--- src/rtl/tfli_pkg.sv ---
`timescale 1ns / 1ps

package tfli_pkg;

    localparam int SIZE_W = 32;
    localparam int ADDR_W = 32;
    localparam int IDX_W  = 5;
    localparam int OP_W   = 2;
    localparam int ST_W   = 2;

    localparam int SL_COUNT_LOG2_DEF = 5;
    localparam int FL_COUNT_DEF      = 24;
    localparam int FL_SHIFT_DEF      = 7;

    typedef enum logic [OP_W-1:0] {
        OP_INSERT = 2'd0,
        OP_REMOVE = 2'd1,
        OP_SEARCH = 2'd2
    } t_op;

    typedef enum logic [ST_W-1:0] {
        ST_OK    = 2'd0,
        ST_RANGE = 2'd1,
        ST_EMPTY = 2'd2
    } t_status;

    typedef struct packed {
        logic [OP_W-1:0]   operation;
        logic [SIZE_W-1:0] block_size;
        logic [ADDR_W-1:0] block_addr;
        logic [ADDR_W-1:0] next_addr;
    } t_in_item;

    typedef struct packed {
        logic [ST_W-1:0]   status;
        logic [IDX_W-1:0]  first_index;
        logic [IDX_W-1:0]  second_index;
        logic [ADDR_W-1:0] head_address;
    } t_out_item;

    // bitmap update from the result stage
    typedef struct packed {
        logic             pend_set;
        logic             clr;
        logic             commit;
        logic [IDX_W-1:0] fl;
        logic [IDX_W-1:0] sl;
    } t_bm_upd;

    typedef struct packed {
        logic             found;
        logic [IDX_W-1:0] fl;
        logic [IDX_W-1:0] sl;
    } t_srch;

    function automatic logic [IDX_W-1:0] oh_idx(input logic [SIZE_W-1:0] v);
        logic [IDX_W-1:0] r;
        r = '0;
        for (int i = 0; i < SIZE_W; i++) begin
            if (v[i]) begin
                r = r | IDX_W'(i);
            end
        end
        return r;
    endfunction

endpackage

--- src/rtl/tfli_class_map.sv ---
`timescale 1ns / 1ps

module tfli_class_map #(
    parameter int SL_COUNT_LOG2 = tfli_pkg::SL_COUNT_LOG2_DEF,
    parameter int FL_COUNT      = tfli_pkg::FL_COUNT_DEF,
    parameter int FL_SHIFT      = tfli_pkg::FL_SHIFT_DEF
) (
    input  logic [tfli_pkg::OP_W-1:0]   i_op,
    input  logic [tfli_pkg::SIZE_W-1:0] i_size,
    output logic                        o_ok,
    output logic [$clog2(FL_COUNT)-1:0] o_fl,
    output logic [SL_COUNT_LOG2-1:0]    o_sl
);
    import tfli_pkg::*;

    localparam int SLL  = SL_COUNT_LOG2;
    localparam int FLW  = $clog2(FL_COUNT);
    localparam int SH_R = (FL_SHIFT >= SLL) ? (FL_SHIFT - SLL) : 0;
    localparam int SH_L = (FL_SHIFT < SLL) ? (SLL - FL_SHIFT) : 0;
    localparam logic [SIZE_W-1:0] SMALL_LIM = SIZE_W'(1) << FL_SHIFT;

    logic                  is_tiny;
    logic [SIZE_W-1:0]     sm_sh;
    logic [SIZE_W-1:0]     oh;
    logic [SIZE_W+SLL-1:0] ext;
    logic [SLL-1:0]        sl_sel;
    logic                  rnd;
    logic [IDX_W-1:0]      msb;
    logic [IDX_W-1:0]      fl_big;
    logic [IDX_W-1:0]      fl_fin;
    logic [SLL:0]          sl_sum;
    logic [SLL-1:0]        sl_fin;
    logic                  op_ok;
    logic                  in_range;

    always_comb begin
        is_tiny = i_size < SMALL_LIM;
        sm_sh   = (FL_SHIFT >= SLL) ? (i_size >> SH_R) : (i_size << SH_L);
        ext     = {i_size, {SLL{1'b0}}};
        sl_sel  = '0;
        rnd     = 1'b0;
        // one-hot leading bit; the class slice is the SLL bits below it
        for (int i = 0; i < SIZE_W; i++) begin
            oh[i] = i_size[i] & ~|(i_size >> (i + 1));
            if (oh[i]) begin
                sl_sel = sl_sel | ext[i +: SLL];
            end
            if (i > SLL) begin
                if (oh[i] && ((i_size & ((SIZE_W'(1) << (i - SLL)) - SIZE_W'(1))) != '0)) begin
                    rnd = 1'b1;
                end
            end
        end
        msb    = oh_idx(oh);
        fl_big = msb - IDX_W'(FL_SHIFT - 1);
        // search rounds up to the next class boundary
        sl_sum = {1'b0, sl_sel} + {{SLL{1'b0}}, rnd & (i_op == OP_SEARCH)};
        if (is_tiny) begin
            fl_fin = '0;
            sl_fin = sm_sh[SLL-1:0];
        end else begin
            fl_fin = fl_big + IDX_W'(sl_sum[SLL]);
            sl_fin = sl_sum[SLL-1:0];
        end
        op_ok    = (i_op == OP_INSERT) || (i_op == OP_REMOVE) || (i_op == OP_SEARCH);
        in_range = {1'b0, fl_fin} < (IDX_W + 1)'(FL_COUNT);
        o_ok     = op_ok && (i_size != '0) && in_range;
        o_fl     = o_ok ? fl_fin[FLW-1:0] : '0;
        o_sl     = o_ok ? sl_fin : '0;
    end

endmodule

--- config.mk ---
export PLATFORM = sky130hd
export DESIGN_NAME = tfli_class_map
export DESIGN_NICKNAME = d
export VERILOG_FILES = /design/src/rtl/tfli_pkg.sv /design/src/rtl/tfli_class_map.sv
export SDC_FILE = /design/constraint.sdc
export NUM_CORES = 1
export LEC_CHECK = 0
export BUFFER_PORTS_ARGS = -buffer_cell sky130_fd_sc_hd__buf_4
export CORE_MARGIN = 2
export CORE_UTILIZATION = 63
export DETAILED_ROUTE_END_ITERATION = 8
export GPL_TIMING_DRIVEN = 1
export PLACE_DENSITY = 0.91
export RECOVER_POWER = 100
export SYNTH_ARGS = -nofsm -noshare
export SYNTH_HDL_FRONTEND = slang
export SYNTH_SLANG_ARGS = --single-unit
--- constraint.sdc ---
create_clock -name vclk -period 6.3
set_input_delay 0.315 -clock vclk [all_inputs]
set_output_delay 0.315 -clock vclk [all_outputs]
set_load 0.01 [all_outputs]
Word level (Yosys, flattened, before mapping)
Index checks and enable logic that the tools add are counted.
Cells by class
  $add $sub $neg: 3
  bitwise gates (word level): 61
  magnitude comparators: 2
  eq/ne operators: 2
  multiplexer cells: 92
  reduce and logical (&&, ||, !) cells: 116
Operators by type and width (number)
  nonzero test 32 bit: 26
  two-way mux 5 bit: 51
  bitwise OR 5 bit: 30
  less-than comparator 32 x 8 -> 1 bit (second input constant): 1
  two-way mux 4 bit: 8
  AND 1 bit: 31
  zero test 1 bit: 30
  OR reduction 30 bit: 1
  OR reduction 29 bit: 1
  logical AND 1 bit: 28
  OR reduction 28 bit: 1
  two-way mux 1 bit: 27
  OR reduction 27 bit: 1
  OR reduction 26 bit: 1
  OR reduction 25 bit: 1
  OR reduction 24 bit: 1
  OR reduction 23 bit: 1
  OR reduction 22 bit: 1
  OR reduction 21 bit: 1
  OR reduction 20 bit: 1
  OR reduction 19 bit: 1
  OR reduction 18 bit: 1
  OR reduction 17 bit: 1
  OR reduction 16 bit: 1
  24 further kinds: 29
Word-level totals
  register bits after elaboration: 0
  word-level logic and storage cells: 276
  input bits: 34
  output and inout port bits: 11

Longest topological paths before layout
  depth in word-level cells: 70
  gate-level depth with buffers: 21
  mapped depth without buffers: 19

Worst setup path after synthesis
OpenSTA, ideal clock, no wires.
  path type: input-to-output
  from: input i_size[12] in the netlist's numbering
  to: output o_sl[3]
  required time: 5.985 ns
  path slack: 1.870 ns
  arrival time: 4.115 ns
  cell stages on the path: 17
  path buffers: 1
  cell sequence: clkbuf_1 -> nor4_4 -> nand2_1 -> nor3_1 -> nand3_1 -> o21ai_1 -> o2111ai_1 -> nor3_1 -> a41oi_1 -> ha_1 -> and3_1 -> and3_1 -> ha_1 -> nor4_1 -> mux2i_2 -> o211ai_4 -> nor4_2
On the way
  word-level cells in the longest chain between the ends: 70
  elaborated cells on any way between the ends: 199
  classes of those cells: add/sub (3); order compare (2); mux (91); bitwise (43); reduce/logical (60)
Ends and longest elaborated chain
  start: declaration: RTL line tfli_class_map.sv:9  | input logic [tfli_pkg::SIZE_W-1:0] i_size,
  OR reduction 30 bit: RTL line tfli_class_map.sv:44  | oh[i] = i_size[i] & ~|(i_size >> (i + 1));
  zero test 1 bit: RTL line tfli_class_map.sv:44
  AND 1 bit: RTL line tfli_class_map.sv:44
  two-way mux 5 bit: RTL line tfli_class_map.sv:45  | if (oh[i]) begin
  bitwise OR 5 bit: RTL line tfli_class_map.sv:46  | sl_sel = sl_sel | ext[i +: SLL];
  two-way mux 5 bit: RTL line tfli_class_map.sv:45
  bitwise OR 5 bit: RTL line tfli_class_map.sv:46
  two-way mux 5 bit: RTL line tfli_class_map.sv:45
  [... 54 more ...]
  bitwise OR 5 bit: RTL line tfli_class_map.sv:46
  two-way mux 5 bit: RTL line tfli_class_map.sv:45
  adder 5 x 1 -> 6 bit: RTL line tfli_class_map.sv:57  | sl_sum = {1'b0, sl_sel} + {{SLL{1'b0}}, rnd & (i_op == OP_SEARCH)};
  adder 5 x 1 -> 5 bit: RTL line tfli_class_map.sv:62  | fl_fin = fl_big + IDX_W'(sl_sum[SLL]);
  two-way mux 5 bit: RTL line tfli_class_map.sv:58  | if (is_tiny) begin
  less-than comparator 5 bit: RTL line tfli_class_map.sv:66  | in_range = {1'b0, fl_fin} < (IDX_W + 1)'(FL_COUNT);
  logical AND 1 bit: RTL line tfli_class_map.sv:67  | o_ok = op_ok && (i_size != '0) && in_range;
  two-way mux 5 bit *: RTL line tfli_class_map.sv:69  | o_sl = o_ok ? sl_fin : '0;
  end: declaration: RTL line tfli_class_map.sv:12  | output logic [SL_COUNT_LOG2-1:0] o_sl
Mark *: on every way between the ends. The rest lies on a longest branch, timed or not.

Worst setup path after layout
  from: input i_size[9] in the netlist's numbering
  to: output o_sl[3]
The elaborated chain is that of the path after synthesis.

==> run summary <==
status - complete, no violations
top cells by area, synth - nand2_1 5.6%, a21oi_1 5.4%, o21ai_0 4.2%, nor2_1 4.2%, nor3_1 3.8%
die height - 68.29 um
sequential-to-total area share from yosys stat - 0%
Worst Path Arrival - 5320 ps
via count - 3,764
num sequential - 0
Max FO, Critical Path - 13
ANT cells - 0
post-route worst setup slack - 666.2 ps
antenna violations before repair - 0
final hold vios - 0
wire length after detailed routing - 10.94 mm
global-route wire length before repair - 16.50 mm
GRT busiest layer - met2
GPL Wtd Cong - 1.135
Fin Hold WS - 1025 ps
Unique masters post-synth - 77
combinational power share - 100.0%
post-synth top area share - 5.622%
Cells after Synth - 412
DIE AREA - 4663 sq um
# fillers - 368
CP endpoint kind - output port
gr usage total - 46.53%
switching share of power - 64.55%
hpwl dp - 8.011 mm
synth-to-layout area growth - 7.304%
area of the core - 4000 sq um
Post-Syn Nets - 450
Final Critical Period - 5634 ps
clock power share - 0%
PortBufs - 45
Final Max Slew Viols - 0
Inst Count DP - 466
Worst VDD drop - 0.00004420 V
worst hold start - i_size[2]
Worst-Margin Slew - 890.6 ps
Rows - 23
vias per cell - 8.077
post-CTS sizing - 0
GRT met3 Usage - 9.704%
chip width - 68.29 um
fin cells - 466
pre-CTS setup slack - 950.8 ps
Leakage - 0.9451 nW
utilization after layout - 69.85%
post-DR wirelength/cell - 23.47 um
setup_tns - 0 ps
Syn Area/Cell - 6.320 sq um
switching power - 95.37 uW
nets - 456
Internal - 52.37 uW
FMAX - 177.5 MHz
leading area contributor after synthesis - nand2_1
crit path launch type - input pin
Hold Crit Class - input pin to output port
First DRT Iteration DRCs - 953
layout cells sized above 1 - 16.59%
synth warn - 0
post-route antenna net violation count - 0
synthesized area - 2604 sq um
sequential group share of total power - 0%
slew margin rel. - 40.50%
crit share post-route - 89.42%
vias in the first global route - 3,143
global-route met2 utilization - 75.97%
CP startpoint - i_size[9]
count of endpoints failing setup in the final report - 0
Post-CTS Setup Repair Bufs - 0
Global Route met1 Usage - 61.04%
clock buffers - 0
largest net degree at the start of global routing - 23
Max-Cap Viols - 0
RSZ-0062 raised after global routing - no
register area - 0 sq um
IO Count - 45
Crit Path Class - input pin to output port
grt total ovfl - 0
Starting Density - 65.09%
Critical Path RT - 5980 ps
DR pass1 iterations - 8
CTS Hold Bufs - 0
P per Cell Area - 52.88 nW/um^2
DR DRC count - 0
[synth_stat cells, types with 3 or more instances]
cell	count
ha_1	4
a2bb2oi_1	4
nor2b_1	12
nor4_1	5
clkbuf_1	25
nand2b_1	7
xnor2_1	3
nand2_1	39
inv_1	16
o21ai_0	22
a31oi_1	3
or3_1	4
o2111ai_1	3
and3_1	8
a221oi_1	4
o41ai_1	3
nor4b_1	4
a32oi_1	4
nor3_1	20
o32ai_1	3
nor4_2	8
a211oi_1	10
nor3_2	3
nor2_1	29
a22oi_1	5
o31ai_1	3
o22ai_1	4
o211ai_1	9
a32o_1	6
a21oi_1	28
a2111oi_0	4
buf_1	3
a22o_1	7
nand4_1	10
or4_1	3
buf_2	15
o21bai_1	3
nand3_1	18
[per-stage QoR]
step,area (sq um),power (mW)
2_1_floorplan,2604,0.09558
3_3_place_gp,2844,0.1413
3_5_place_dp,2844,0.1436
4_1_cts,2844,0.1443
5_1_grt,2794,0.1554
6_report,2794,0.1477
[critical path, cell delays in order]
cell	delay, ps
buf_4	170
nor4_4	540
nand2_1	270
nor3_1	460
nand3_1	280
o31ai_1	340
nand3_1	120
a21oi_1	150
a41oi_1	140
ha_1	240
and3_1	170
and3_1	150
ha_1	190
nor4_1	500
mux2i_2	310
o211ai_1	360
nor4_1	430
buf_4	180
[path summary, 6_finish.rpt]
| kind | to | slack [ps] | cells past startpoint |
|---|---|---|---|
| worst max-delay path | o_sl[3] | 670 | 18 |
| worst min-delay path | o_sl[0] | 1020 | 4 |
[routing by layer]
layer | wire length [um] | share of wire, % | up-vias
li1 | - | - | 1625
met1 | 3882 | 35 | 1646
met2 | 4633 | 42 | 397
met3 | 1747 | 16 | 96
met4 | 673 | 6.2 | 0
met5 | 0 | 0 | -
[power groups by stage]
stage,clock (mW),combinational (mW),sequential (mW)
floorplan,0,0.0956,0
global placement,0,0.141,0
detailed placement,0,0.144,0
CTS,0,0.144,0
global route,0,0.155,0
finish,0,0.148,0
[cells by family (layout without fill, tap and decap cells)]
kind of cell             Yosys count  count (layout)  synth area share, %
AO/OA/AOI/OAI                    144             144                40.75
adder cells (fa/ha/maj)            4               4                1.922
multiplexers                       2               2               0.9129
buffers and inverters             62              66                9.755
AND/OR/NAND/NOR                  195             195                44.98
XOR/XNOR                           5               5                1.682
[cells in the final DEF, fill, tap and decap left out, types with 4 or more instances in the layout]
cell / Yosys / final
buf_4: 0 / 41
nand2_1: 39 / 39
nor2_1: 29 / 29
a21oi_1: 28 / 28
o21ai_0: 22 / 22
nor3_1: 20 / 20
nand3_1: 18 / 18
inv_1: 16 / 16
nor2b_1: 12 / 12
nand4_1: 10 / 10
o211ai_1: 9 / 10
a211oi_1: 10 / 10
and3_1: 8 / 8
clkbuf_1: 25 / 8
nor4_2: 8 / 7
nand2b_1: 7 / 7
a22o_1: 7 / 7
a32o_1: 6 / 6
nor4_1: 5 / 6
a22oi_1: 5 / 5
or3_1: 4 / 4
nor4b_1: 4 / 4
a2111oi_0: 4 / 4
a32oi_1: 4 / 4
a221oi_1: 4 / 4
a2bb2oi_1: 4 / 4
o22ai_1: 4 / 4
ha_1: 4 / 4
[cell type report]
class | instances | area (sq um) | share of cell area, %
inverter | 17 | 63.81 | 2.284
multi-input combinational | 350 | 2330 | 83.39
tap | 50 | 62.56 | 2.239
timing repair buffer | 49 | 337.8 | 12.09
(Power assumes the default switching activity.)
